===== src/design/lfps_pkg.sv =====
// Shared types, constants and microcode fields for the line follower steering block.
`timescale 1ns / 1ps

package lfps_pkg;

    localparam int STEP_W = 4;
    typedef logic [STEP_W-1:0] step_t;

    // Fixed entry points of the microprogram.
    localparam step_t STEP_LOAD = 4'd0;
    localparam step_t STEP_EMIT = 4'd10;

    typedef enum logic [3:0] {
        OP_NOP,
        OP_LOAD,
        OP_DIV,
        OP_ERR,
        OP_MAC_P,
        OP_MAC_I,
        OP_MAC_D,
        OP_CORR,
        OP_EMIT
    } op_t;

    typedef enum logic [1:0] {
        JMP_NEXT,
        JMP_ALWAYS,
        JMP_IF_LOST
    } jump_t;

    // One microcode control word.
    typedef struct packed {
        op_t   op;
        logic  wait_in;
        logic  wait_out;
        jump_t jump;
        step_t target;
    } ctrl_t;

    // Status from the datapath that the sequencer branches and waits on.
    typedef struct packed {
        logic in_fire;
        logic out_free;
        logic lost;
    } seq_status_t;

    // Configuration register indexes.
    localparam logic [2:0] REG_GAIN_P     = 3'd0;
    localparam logic [2:0] REG_GAIN_I     = 3'd1;
    localparam logic [2:0] REG_GAIN_D     = 3'd2;
    localparam logic [2:0] REG_BASE_SPEED = 3'd3;
    localparam logic [2:0] REG_SRCH_SPEED = 3'd4;
    localparam logic [2:0] REG_INT_LIMIT  = 3'd5;
    localparam logic [2:0] REG_CORR_LIMIT = 3'd6;

    // Configuration reset values.
    localparam logic [11:0] GAIN_P_RST     = 12'd486;
    localparam logic [11:0] GAIN_I_RST     = 12'd0;
    localparam logic [11:0] GAIN_D_RST     = 12'd1920;
    localparam logic [6:0]  BASE_SPEED_RST = 7'd23;
    localparam logic [6:0]  SRCH_SPEED_RST = 7'd25;
    localparam logic [6:0]  INT_LIMIT_RST  = 7'd20;
    localparam logic [6:0]  CORR_LIMIT_RST = 7'd20;

    localparam logic [6:0] SPEED_MAX = 7'd100;

    // Last seen side of the line.
    localparam logic [1:0] DIR_UNKNOWN = 2'b00;
    localparam logic [1:0] DIR_RIGHT   = 2'b01;
    localparam logic [1:0] DIR_LEFT    = 2'b11;

    // Sensor weights, bit 0 (rightmost) first.
    localparam logic signed [3:0] SENSOR_WEIGHT [8] = '{
        4'sd5, 4'sd4, 4'sd2, 4'sd1, -4'sd1, -4'sd2, -4'sd4, -4'sd5
    };

endpackage


===== src/design/lfps_seq.sv =====
// Microcode sequencer: step counter and control store for the steering datapath.
`timescale 1ns / 1ps

module lfps_seq (
    input  logic                      clk,
    input  logic                      rst_n,
    input  lfps_pkg::seq_status_t     status,
    output lfps_pkg::ctrl_t           ctrl
);
    import lfps_pkg::*;

    step_t step_reg;
    step_t step_next;

    // Control store. The line-seen path runs every step; a lost line jumps
    // from the first divide step straight to the output step.
    always_comb
    begin
        ctrl = '{op: OP_NOP, wait_in: 1'b0, wait_out: 1'b0, jump: JMP_ALWAYS,
                 target: STEP_LOAD};
        case (step_reg)
            4'd0:
            begin
                ctrl.op      = OP_LOAD;
                ctrl.wait_in = 1'b1;
                ctrl.jump    = JMP_NEXT;
            end
            4'd1:
            begin
                ctrl.op     = OP_DIV;
                ctrl.jump   = JMP_IF_LOST;
                ctrl.target = STEP_EMIT;
            end
            4'd2, 4'd3, 4'd4:
            begin
                ctrl.op   = OP_DIV;
                ctrl.jump = JMP_NEXT;
            end
            4'd5:
            begin
                ctrl.op   = OP_ERR;
                ctrl.jump = JMP_NEXT;
            end
            4'd6:
            begin
                ctrl.op   = OP_MAC_P;
                ctrl.jump = JMP_NEXT;
            end
            4'd7:
            begin
                ctrl.op   = OP_MAC_I;
                ctrl.jump = JMP_NEXT;
            end
            4'd8:
            begin
                ctrl.op   = OP_MAC_D;
                ctrl.jump = JMP_NEXT;
            end
            4'd9:
            begin
                ctrl.op   = OP_CORR;
                ctrl.jump = JMP_NEXT;
            end
            4'd10:
            begin
                ctrl.op       = OP_EMIT;
                ctrl.wait_out = 1'b1;
                ctrl.jump     = JMP_ALWAYS;
                ctrl.target   = STEP_LOAD;
            end
            default:
            begin
                ctrl.op     = OP_NOP;
                ctrl.jump   = JMP_ALWAYS;
                ctrl.target = STEP_LOAD;
            end
        endcase
    end

    always_comb
    begin
        step_next = step_reg;
        if (!(ctrl.wait_in && !status.in_fire) && !(ctrl.wait_out && !status.out_free))
        begin
            case (ctrl.jump)
                JMP_NEXT:    step_next = step_reg + step_t'(1);
                JMP_ALWAYS:  step_next = ctrl.target;
                JMP_IF_LOST: step_next = status.lost ? ctrl.target : step_reg + step_t'(1);
                default:     step_next = STEP_LOAD;
            endcase
        end
    end

    always_ff @(posedge clk or negedge rst_n)
    begin
        if (!rst_n)
        begin
            step_reg <= STEP_LOAD;
        end
        else
        begin
            step_reg <= step_next;
        end
    end

endmodule


===== src/design/line_follow_pid_steering.sv =====
// Line follower steering: weighted sensor error, positional PID and wheel speed output.
`timescale 1ns / 1ps

// An item is one 8-bit sensor sample; each item yields one pair of wheel speeds. A small
// microprogram runs the work: with the line in sight an item passes from acceptance to
// the output register through one load step, four restoring divide steps for the
// average, one step for the integral and error update, three multiply-accumulate steps
// through the single 13x9 multiplier, one correction step and one output step; with the
// line lost it goes from the first divide step straight to the output step. The next
// item is accepted only in the load step after the output step, so items never overlap,
// and the output step waits while the output register is held by a stalled receiver.
// A finished result waits in the output register without blocking the next item until
// the output step of that next item. Configuration writes are taken only while no item
// is being worked on; a write offered in the load step holds off an input item meanwhile.

module line_follow_pid_steering (
    input  logic              clk,
    input  logic              rst_n,
    input  logic              in_valid,
    output logic              in_stall,
    input  logic [7:0]        line_sensors,
    output logic              out_valid,
    input  logic              out_stall,
    output logic signed [7:0] right_speed,
    output logic signed [7:0] left_speed,
    output logic              line_lost,
    input  logic              cfg_valid,
    output logic              cfg_ready,
    input  logic [2:0]        cfg_index,
    input  logic [11:0]       cfg_data
);
    import lfps_pkg::*;

    function automatic logic signed [13:0] clamp_sym(input logic signed [13:0] v,
                                                     input logic signed [13:0] lim);
        logic signed [13:0] r;
        r = v;
        if (v > lim)
        begin
            r = lim;
        end
        else if (v < -lim)
        begin
            r = -lim;
        end
        return r;
    endfunction

    ctrl_t       ctrl;
    seq_status_t status;

    // Configuration registers.
    logic [11:0] gain_p_reg, gain_i_reg, gain_d_reg;
    logic [6:0]  base_speed_reg, search_speed_reg, integral_limit_reg, correction_limit_reg;

    // Controller state.
    logic signed [7:0] error_sum_reg, error_sum_next;
    logic signed [3:0] previous_error_reg;
    logic [1:0]        last_direction_reg, last_direction_next;

    // Work registers.
    logic [3:0]         div_mag_reg, div_quo_reg, count_reg;
    logic [2:0]         div_rem_reg;
    logic               neg_reg, lost_reg;
    logic signed [3:0]  err_reg;
    logic signed [4:0]  diff_reg;
    logic signed [21:0] acc_reg, acc_next;
    logic signed [7:0]  corr_reg, corr_next;

    // Output register.
    logic              out_valid_reg;
    logic signed [7:0] right_speed_reg, left_speed_reg;
    logic              line_lost_reg;

    logic              in_fire, out_free, emit_fire;
    logic signed [4:0] w_sum, w_abs;
    logic [3:0]        w_count;
    logic [3:0]        div_trial;
    logic              div_ge;
    logic signed [3:0] err_val;
    logic signed [8:0] esum_raw, esum_lim;
    logic signed [8:0] mac_opnd;
    logic signed [12:0] mac_gain;
    logic signed [21:0] mac_prod;
    logic signed [21:0] acc_bias;
    logic signed [13:0] corr_q;
    logic signed [8:0] base9, corr9, right_raw, left_raw;
    logic [6:0]        spin_mag;
    logic signed [7:0] spin_pos;
    logic signed [7:0] emit_right, emit_left;

    lfps_seq u_seq (
        .clk    (clk),
        .rst_n  (rst_n),
        .status (status),
        .ctrl   (ctrl)
    );

    // A configuration write in the load step holds the input off for that cycle.
    assign in_stall  = (ctrl.op != OP_LOAD) || cfg_valid;
    assign in_fire   = in_valid && !in_stall;
    assign out_free  = !out_valid_reg || !out_stall;
    assign emit_fire = (ctrl.op == OP_EMIT) && out_free;
    assign status    = '{in_fire: in_fire, out_free: out_free, lost: lost_reg};

    assign cfg_ready = (ctrl.op == OP_LOAD);

    always_ff @(posedge clk or negedge rst_n)
    begin
        if (!rst_n)
        begin
            gain_p_reg           <= GAIN_P_RST;
            gain_i_reg           <= GAIN_I_RST;
            gain_d_reg           <= GAIN_D_RST;
            base_speed_reg       <= BASE_SPEED_RST;
            search_speed_reg     <= SRCH_SPEED_RST;
            integral_limit_reg   <= INT_LIMIT_RST;
            correction_limit_reg <= CORR_LIMIT_RST;
        end
        else if (cfg_valid && cfg_ready)
        begin
            case (cfg_index)
                REG_GAIN_P:     gain_p_reg           <= cfg_data;
                REG_GAIN_I:     gain_i_reg           <= cfg_data;
                REG_GAIN_D:     gain_d_reg           <= cfg_data;
                REG_BASE_SPEED: base_speed_reg       <= cfg_data[6:0];
                REG_SRCH_SPEED: search_speed_reg     <= cfg_data[6:0];
                REG_INT_LIMIT:  integral_limit_reg   <= cfg_data[6:0];
                REG_CORR_LIMIT: correction_limit_reg <= cfg_data[6:0];
                default:        ;
            endcase
        end
    end

    // Weighted sum and count of the sensors that see the line.
    always_comb
    begin
        w_sum   = '0;
        w_count = '0;
        for (int i = 0; i < 8; i++)
        begin
            if (line_sensors[i])
            begin
                w_sum   = w_sum + 5'(SENSOR_WEIGHT[i]);
                w_count = w_count + 4'd1;
            end
        end
        w_abs = w_sum[4] ? -w_sum : w_sum;
    end

    // One restoring divide step on the magnitude; the remainder stays below the count.
    assign div_trial = {div_rem_reg, div_mag_reg[3]};
    assign div_ge    = (div_trial >= count_reg);

    assign err_val  = neg_reg ? $signed(4'd0 - div_quo_reg) : $signed(div_quo_reg);
    assign esum_raw = 9'(error_sum_reg) + 9'(err_val);
    assign esum_lim = $signed({2'b00, integral_limit_reg});

    always_comb
    begin
        error_sum_next      = error_sum_reg;
        last_direction_next = last_direction_reg;
        if (ctrl.op == OP_ERR)
        begin
            error_sum_next = 8'(clamp_sym(14'(esum_raw), 14'(esum_lim)));
            if (err_val > 4'sd0)
            begin
                last_direction_next = DIR_RIGHT;
            end
            else if (err_val < 4'sd0)
            begin
                last_direction_next = DIR_LEFT;
            end
        end
    end

    // Shared multiplier: one gain times one error term per step.
    always_comb
    begin
        case (ctrl.op)
            OP_MAC_P:
            begin
                mac_opnd = 9'(err_reg);
                mac_gain = $signed({1'b0, gain_p_reg});
            end
            OP_MAC_I:
            begin
                mac_opnd = 9'(error_sum_reg);
                mac_gain = $signed({1'b0, gain_i_reg});
            end
            default:
            begin
                mac_opnd = 9'(diff_reg);
                mac_gain = $signed({1'b0, gain_d_reg});
            end
        endcase
    end

    assign mac_prod = mac_gain * mac_opnd;
    assign acc_next = ((ctrl.op == OP_MAC_P) ? 22'sd0 : acc_reg) + mac_prod;

    // Division by 256 truncated toward zero, then the correction clamp.
    assign acc_bias  = acc_reg + (acc_reg[21] ? 22'sd255 : 22'sd0);
    assign corr_q    = acc_bias[21:8];
    assign corr_next = 8'(clamp_sym(corr_q, $signed({7'b0000000, correction_limit_reg})));

    assign base9     = $signed({2'b00, base_speed_reg});
    assign corr9     = 9'(corr_reg);
    assign right_raw = base9 + corr9;
    assign left_raw  = base9 - corr9;
    assign spin_mag  = (search_speed_reg > SPEED_MAX) ? SPEED_MAX : search_speed_reg;
    assign spin_pos  = $signed({1'b0, spin_mag});

    always_comb
    begin
        if (lost_reg)
        begin
            // Spin toward the side where the line was last seen; unknown spins left.
            if (last_direction_reg == DIR_RIGHT)
            begin
                emit_right = spin_pos;
                emit_left  = -spin_pos;
            end
            else
            begin
                emit_right = -spin_pos;
                emit_left  = spin_pos;
            end
        end
        else
        begin
            emit_right = 8'(clamp_sym(14'(right_raw), 14'($signed({2'b00, SPEED_MAX}))));
            emit_left  = 8'(clamp_sym(14'(left_raw), 14'($signed({2'b00, SPEED_MAX}))));
        end
    end

    // Work registers carry no reset; each item loads them before use.
    always_ff @(posedge clk)
    begin
        case (ctrl.op)
            OP_LOAD:
            begin
                div_mag_reg <= w_abs[3:0];
                neg_reg     <= w_sum[4];
                count_reg   <= w_count;
                lost_reg    <= (line_sensors == 8'd0);
                div_rem_reg <= '0;
                div_quo_reg <= '0;
            end
            OP_DIV:
            begin
                div_mag_reg <= {div_mag_reg[2:0], 1'b0};
                div_rem_reg <= div_ge ? 3'(div_trial - count_reg) : div_trial[2:0];
                div_quo_reg <= {div_quo_reg[2:0], div_ge};
            end
            OP_ERR:
            begin
                err_reg  <= err_val;
                diff_reg <= 5'(err_val) - 5'(previous_error_reg);
            end
            OP_MAC_P, OP_MAC_I, OP_MAC_D:
            begin
                acc_reg <= acc_next;
            end
            OP_CORR:
            begin
                corr_reg <= corr_next;
            end
            default:
            begin
            end
        endcase
    end

    always_ff @(posedge clk or negedge rst_n)
    begin
        if (!rst_n)
        begin
            error_sum_reg      <= '0;
            previous_error_reg <= '0;
            last_direction_reg <= DIR_UNKNOWN;
            out_valid_reg      <= 1'b0;
        end
        else
        begin
            error_sum_reg      <= error_sum_next;
            last_direction_reg <= last_direction_next;
            if (ctrl.op == OP_ERR)
            begin
                previous_error_reg <= err_val;
            end
            if (emit_fire)
            begin
                out_valid_reg <= 1'b1;
            end
            else if (!out_stall)
            begin
                out_valid_reg <= 1'b0;
            end
        end
    end

    always_ff @(posedge clk)
    begin
        if (emit_fire)
        begin
            right_speed_reg <= emit_right;
            left_speed_reg  <= emit_left;
            line_lost_reg   <= lost_reg;
        end
    end

    assign out_valid   = out_valid_reg;
    assign right_speed = right_speed_reg;
    assign left_speed  = left_speed_reg;
    assign line_lost   = line_lost_reg;

`ifndef ASSERT_OFF
    // Once an item is taken, the sequencer is busy for at least the next cycle.
    a_busy_after_accept: assert property (@(posedge clk) disable iff (!rst_n)
        (in_valid && !in_stall) |=> in_stall)
        else $error("input accepted again right after an item");

    // A search spin always drives the wheels in opposite directions at equal speed.
    a_spin_symmetric: assert property (@(posedge clk) disable iff (!rst_n)
        (out_valid && line_lost) |-> (right_speed == -left_speed))
        else $error("search spin speeds are not symmetric");

    // The integral update leaves the accumulated error inside its clamp.
    a_integral_clamped: assert property (@(posedge clk) disable iff (!rst_n)
        (ctrl.op == OP_ERR) |=> ((9'(error_sum_reg) <= esum_lim)
                                  && (9'(error_sum_reg) >= -esum_lim)))
        else $error("accumulated error outside its limit");
`endif

endmodule


===== config.mk =====
export PLATFORM = sky130hd
export DESIGN_NAME = line_follow_pid_steering
export DESIGN_NICKNAME = d
export VERILOG_FILES = /design/src/design/lfps_pkg.sv /design/src/design/lfps_seq.sv /design/src/design/line_follow_pid_steering.sv
export SDC_FILE = /design/constraint.sdc
export NUM_CORES = 1
export LEC_CHECK = 0
export BUFFER_PORTS_ARGS = -buffer_cell sky130_fd_sc_hd__buf_2
export CAP_MARGIN = 15
export CORE_UTILIZATION = 45
export CTS_BUF_LIST = sky130_fd_sc_hd__clkbuf_16
export DETAILED_ROUTE_END_ITERATION = 10
export PLACE_DENSITY = 0.66
export SETUP_SLACK_MARGIN = 0.4
export SLEW_MARGIN = 20
export SYNTH_ARGS = -nofsm -noshare
export SYNTH_HDL_FRONTEND = slang
export SYNTH_SLANG_ARGS = --single-unit

===== constraint.sdc =====
create_clock -name clk -period 17.66 [get_ports clk]
set_input_delay 0.883 -clock clk [delete_from_list [all_inputs] [get_ports clk]]
set_output_delay 0.883 -clock clk [all_outputs]
set_load 0.005 [all_outputs]

==> results.txt <==
----------------------------------------------------
[Finish]
  Layout cells sized above 1 ... 0.112
  Diodes inserted ... 0
  Area growth from synthesis to layout ... 8.26%
  Design Area, Final ... 16,300 um2
  Fill cell total of the finished layout ... 3,089
  Number of flip-flops under the largest register name ... 22
  Final Util ... 0.497
  Finished Layout Cells ... 2,092
  Final nets ... 1,920

[Placed design]
  IO buf count ... 47
  Placed inst area ... 15,700 um2
  GPL Wtd Cong ... 0.907
  HPWL reported at the end of detailed placement ... 26,900 um
  Count of placed standard cells including taps ... 2,060

[Detailed routing]
  Starting DRC count in detailed routing ... 862
  Initial DRT Pass Iterations ... 7
  Ratio of routed vias to standard cells ... 5.42
  Detail-routed net length per standard cell ... 16.2 um
  Antenna Violating Nets Remaining ... 0
  DRT Wirelength ... 33,900 um
  DRC violations left ... 0
  DR vias ... 11,300

[Setup path]
  Cell at the slowest stage of the critical path ... sky130_fd_sc_hd__nor2_1
  Worst endpoint data arrival time ... 8.52 ns
  Worst Setup Start Kind ... flop
  Path type of the worst setup path ... flop to flop
  Required time at the endpoint of the critical path ... 17.85 ns
  Worst stage delay on the critical path ... 0.77 ns
  Cell repeated most along the worst path ... sky130_fd_sc_hd__fa_1
  Peak fanout along the critical path ... 31
  Endpoint kind of the worst setup timing path ... flop

[Floorplanning]
  Die height ... 185 um
  Top-level port count ... 48
  Total Die Area ... 34,100 um2
  Initial standard-cell utilization of the core ... 0.459
  Floorplan Core Area ... 32,700 um2
  Site Rows ... 66
  Die width ... 185 um

[Global routing]
  Pin count of the biggest net entering global routing ... 63
  Total Routing Usage GR ... 0.212
  Global-route wire length before repair ... 56,800 um
  Antenna violations before repair ... 0
  Remaining global-route overflow ... 0
  Vias in the first global route ... 11,400

[Timing]
  Setup_tns ... 0 ns
  Worst Skew ... 0.0140 ns
  Count of endpoints failing setup in the final report ... 0
  Unrepaired setup endpoints after global routing ... false
  Min Clock Period, post-route ... 8.33 ns
  Least-Margin Pin Slew ... 0.970 ns
  F_max ... 120 MHz
  Slew HR ... 0.348
  Total count of max-transition violations in the final report ... 0
  Hold violation count in the final report ... 0
  Final cycle utilization of the critical path ... 0.472

[Clock network]
  TritonCTS clock tree ... yes
  Longest Clk Path Bufs ... 2
  Post-CTS setup repair buffer count ... 0
  Clock input transition at the sequential cells of the worst setup and hold paths ... 0.07 ns
  Total number of clock tree sinks ... 156
  Post-cts resize count ... 0
  Number of buffers inserted for hold repair after clock tree synthesis ... 0
  Clock buffers created by TritonCTS ... 17
  Worst skew pair latency ... 0.44 ns
  Clk Tree Root Cell ... sky130_fd_sc_hd__clkbuf_16
  H-tree Lvls ... 4

[Synth]
  Area contributors post-synth ... sky130_fd_sc_hd__edfxtp_1 (15%), sky130_fd_sc_hd__ha_1 (13%), sky130_fd_sc_hd__fa_1 (13%), sky130_fd_sc_hd__dfrtp_1 (10%), sky130_fd_sc_hd__inv_1 (5.3%)
  Post-synthesis average cell area ... 9.33 um2
  Count of flip-flops with a built-in enable after synthesis ... 73
  Yosys top cell by area ... sky130_fd_sc_hd__edfxtp_1
  Cells after synthesis ... 1,610
  Post-synth top area share ... 0.146
  Async set-reset flop share out of synthesis ... 0.532
  Commonest cells post-synth ... sky130_fd_sc_hd__inv_1 (214), sky130_fd_sc_hd__nand2_1 (174), sky130_fd_sc_hd__ha_1 (161)
  Number of nets in the synthesized netlist ... 1,893
  Share of the yosys chip area belonging to registers ... 0.286
  Number of library cell types mapped by synthesis ... 79
  Cell with the most instances after synthesis ... sky130_fd_sc_hd__inv_1
  Prevailing post-synth register cell ... sky130_fd_sc_hd__edfxtp_1
  Yosys warnings ... 0
  Post-synthesis cell area ... 15,000 um2
  Count of state elements after synthesis ... 156

[Flow run]
  Number of maximum-capacitance violations ... 0

[Hold path]
  Worst min-delay path category ... input pin to asynchronous set/reset pin

[Outcome]
  Run status ... finished, final reports clean

----------------------------------------------------
-- cell families (layout without fill, tap and decap cells) --
logic type,count (synthesis),count (layout),synth area share
compound gates,287,287,0.127
xor+xnor,97,97,0.0581
fa+ha+maj,255,255,0.259
buf+inv,262,302,0.0668
flops,156,156,0.286
mux,72,72,0.0526
simple gates,481,481,0.150
-- worst paths after layout --
path	from	to	slack (ns)	cells past startpoint
worst min register to register	previous_error_reg[1]	previous_error_reg[1]	0.50	2
worst max-delay path	u_seq.step_reg[0]	acc_reg[21]	9.33	26
max in group asynchronous	rst_n	correction_limit_reg[0]	16.21	2
min in group clk	previous_error_reg[1]	previous_error_reg[1]	0.50	2
worst max register to register	u_seq.step_reg[0]	acc_reg[21]	9.33	26
worst min-delay path	rst_n	gain_i_reg[8]	0.32	1
-- critical path: cells and delay by family, from the launching register on --
kind            cells  cell delay [ns]
fa+ha+maj           7             3.26
buf+inv             5             0.70
flops               1             0.41
compound gates      8             2.12
simple gates        5             1.49
xor+xnor            1             0.07
-- per-stage QoR --
stage / worst slack (ns) / hold WS [ns]
floorplan: 10.42 / 0.424
global placement: 9.67 / 0.464
detailed placement: 9.40 / 0.475
CTS: 9.41 / 0.315
global route: 8.78 / 0.331
finish: 9.33 / 0.324
-- cell type report --
class,instances,area (um2),share of cell area
clock buffer,18,450,0.0277
clock inverter,14,120,0.00739
inverter,215,807,0.0496
multi-input combinational,1192,9740,0.599
sequential,156,4300,0.264
tap,442,553,0.0340
timing repair buffer,55,298,0.0183
-- layer usage --
| metal | up-vias | GRT usage | wire, um | share of wire |
|---|---|---|---|---|
| met4 | 0 | 0.0585 | 611 | 0.018 |
| met2 | 217 | 0.359 | 16200 | 0.48 |
| li1 | 5527 | - | - | - |
| met3 | 43 | 0.0340 | 1300 | 0.038 |
| met5 | - | 0 | 0 | 0 |
| met1 | 5549 | 0.280 | 15800 | 0.47 |
-- cells in the final DEF, fill, tap and decap left out, types with 11 or more instances in the layout --
master,instances
sky130_fd_sc_hd__nand3_1,26
sky130_fd_sc_hd__xor2_1,33
sky130_fd_sc_hd__mux2i_1,17
sky130_fd_sc_hd__nor3_1,21
sky130_fd_sc_hd__mux2_2,55
sky130_fd_sc_hd__nand2_1,174
sky130_fd_sc_hd__nor2b_1,16
sky130_fd_sc_hd__and2_1,28
sky130_fd_sc_hd__dfrtp_1,62
sky130_fd_sc_hd__dfstp_2,21
sky130_fd_sc_hd__a221oi_1,12
sky130_fd_sc_hd__a21oi_1,66
sky130_fd_sc_hd__clkbuf_16,18
sky130_fd_sc_hd__nor2_1,128
sky130_fd_sc_hd__edfxtp_1,73
sky130_fd_sc_hd__a21o_1,25
sky130_fd_sc_hd__nand2b_1,25
sky130_fd_sc_hd__o21a_1,16
sky130_fd_sc_hd__xnor2_1,61
sky130_fd_sc_hd__and3_1,13
sky130_fd_sc_hd__o22ai_1,11
sky130_fd_sc_hd__fa_1,94
sky130_fd_sc_hd__o21ai_0,66
sky130_fd_sc_hd__ha_1,161
sky130_fd_sc_hd__inv_1,216
sky130_fd_sc_hd__buf_2,46
Power is not shown: default switching activity piles up to over one toggle a cycle in this logic, so the estimate is an artifact.
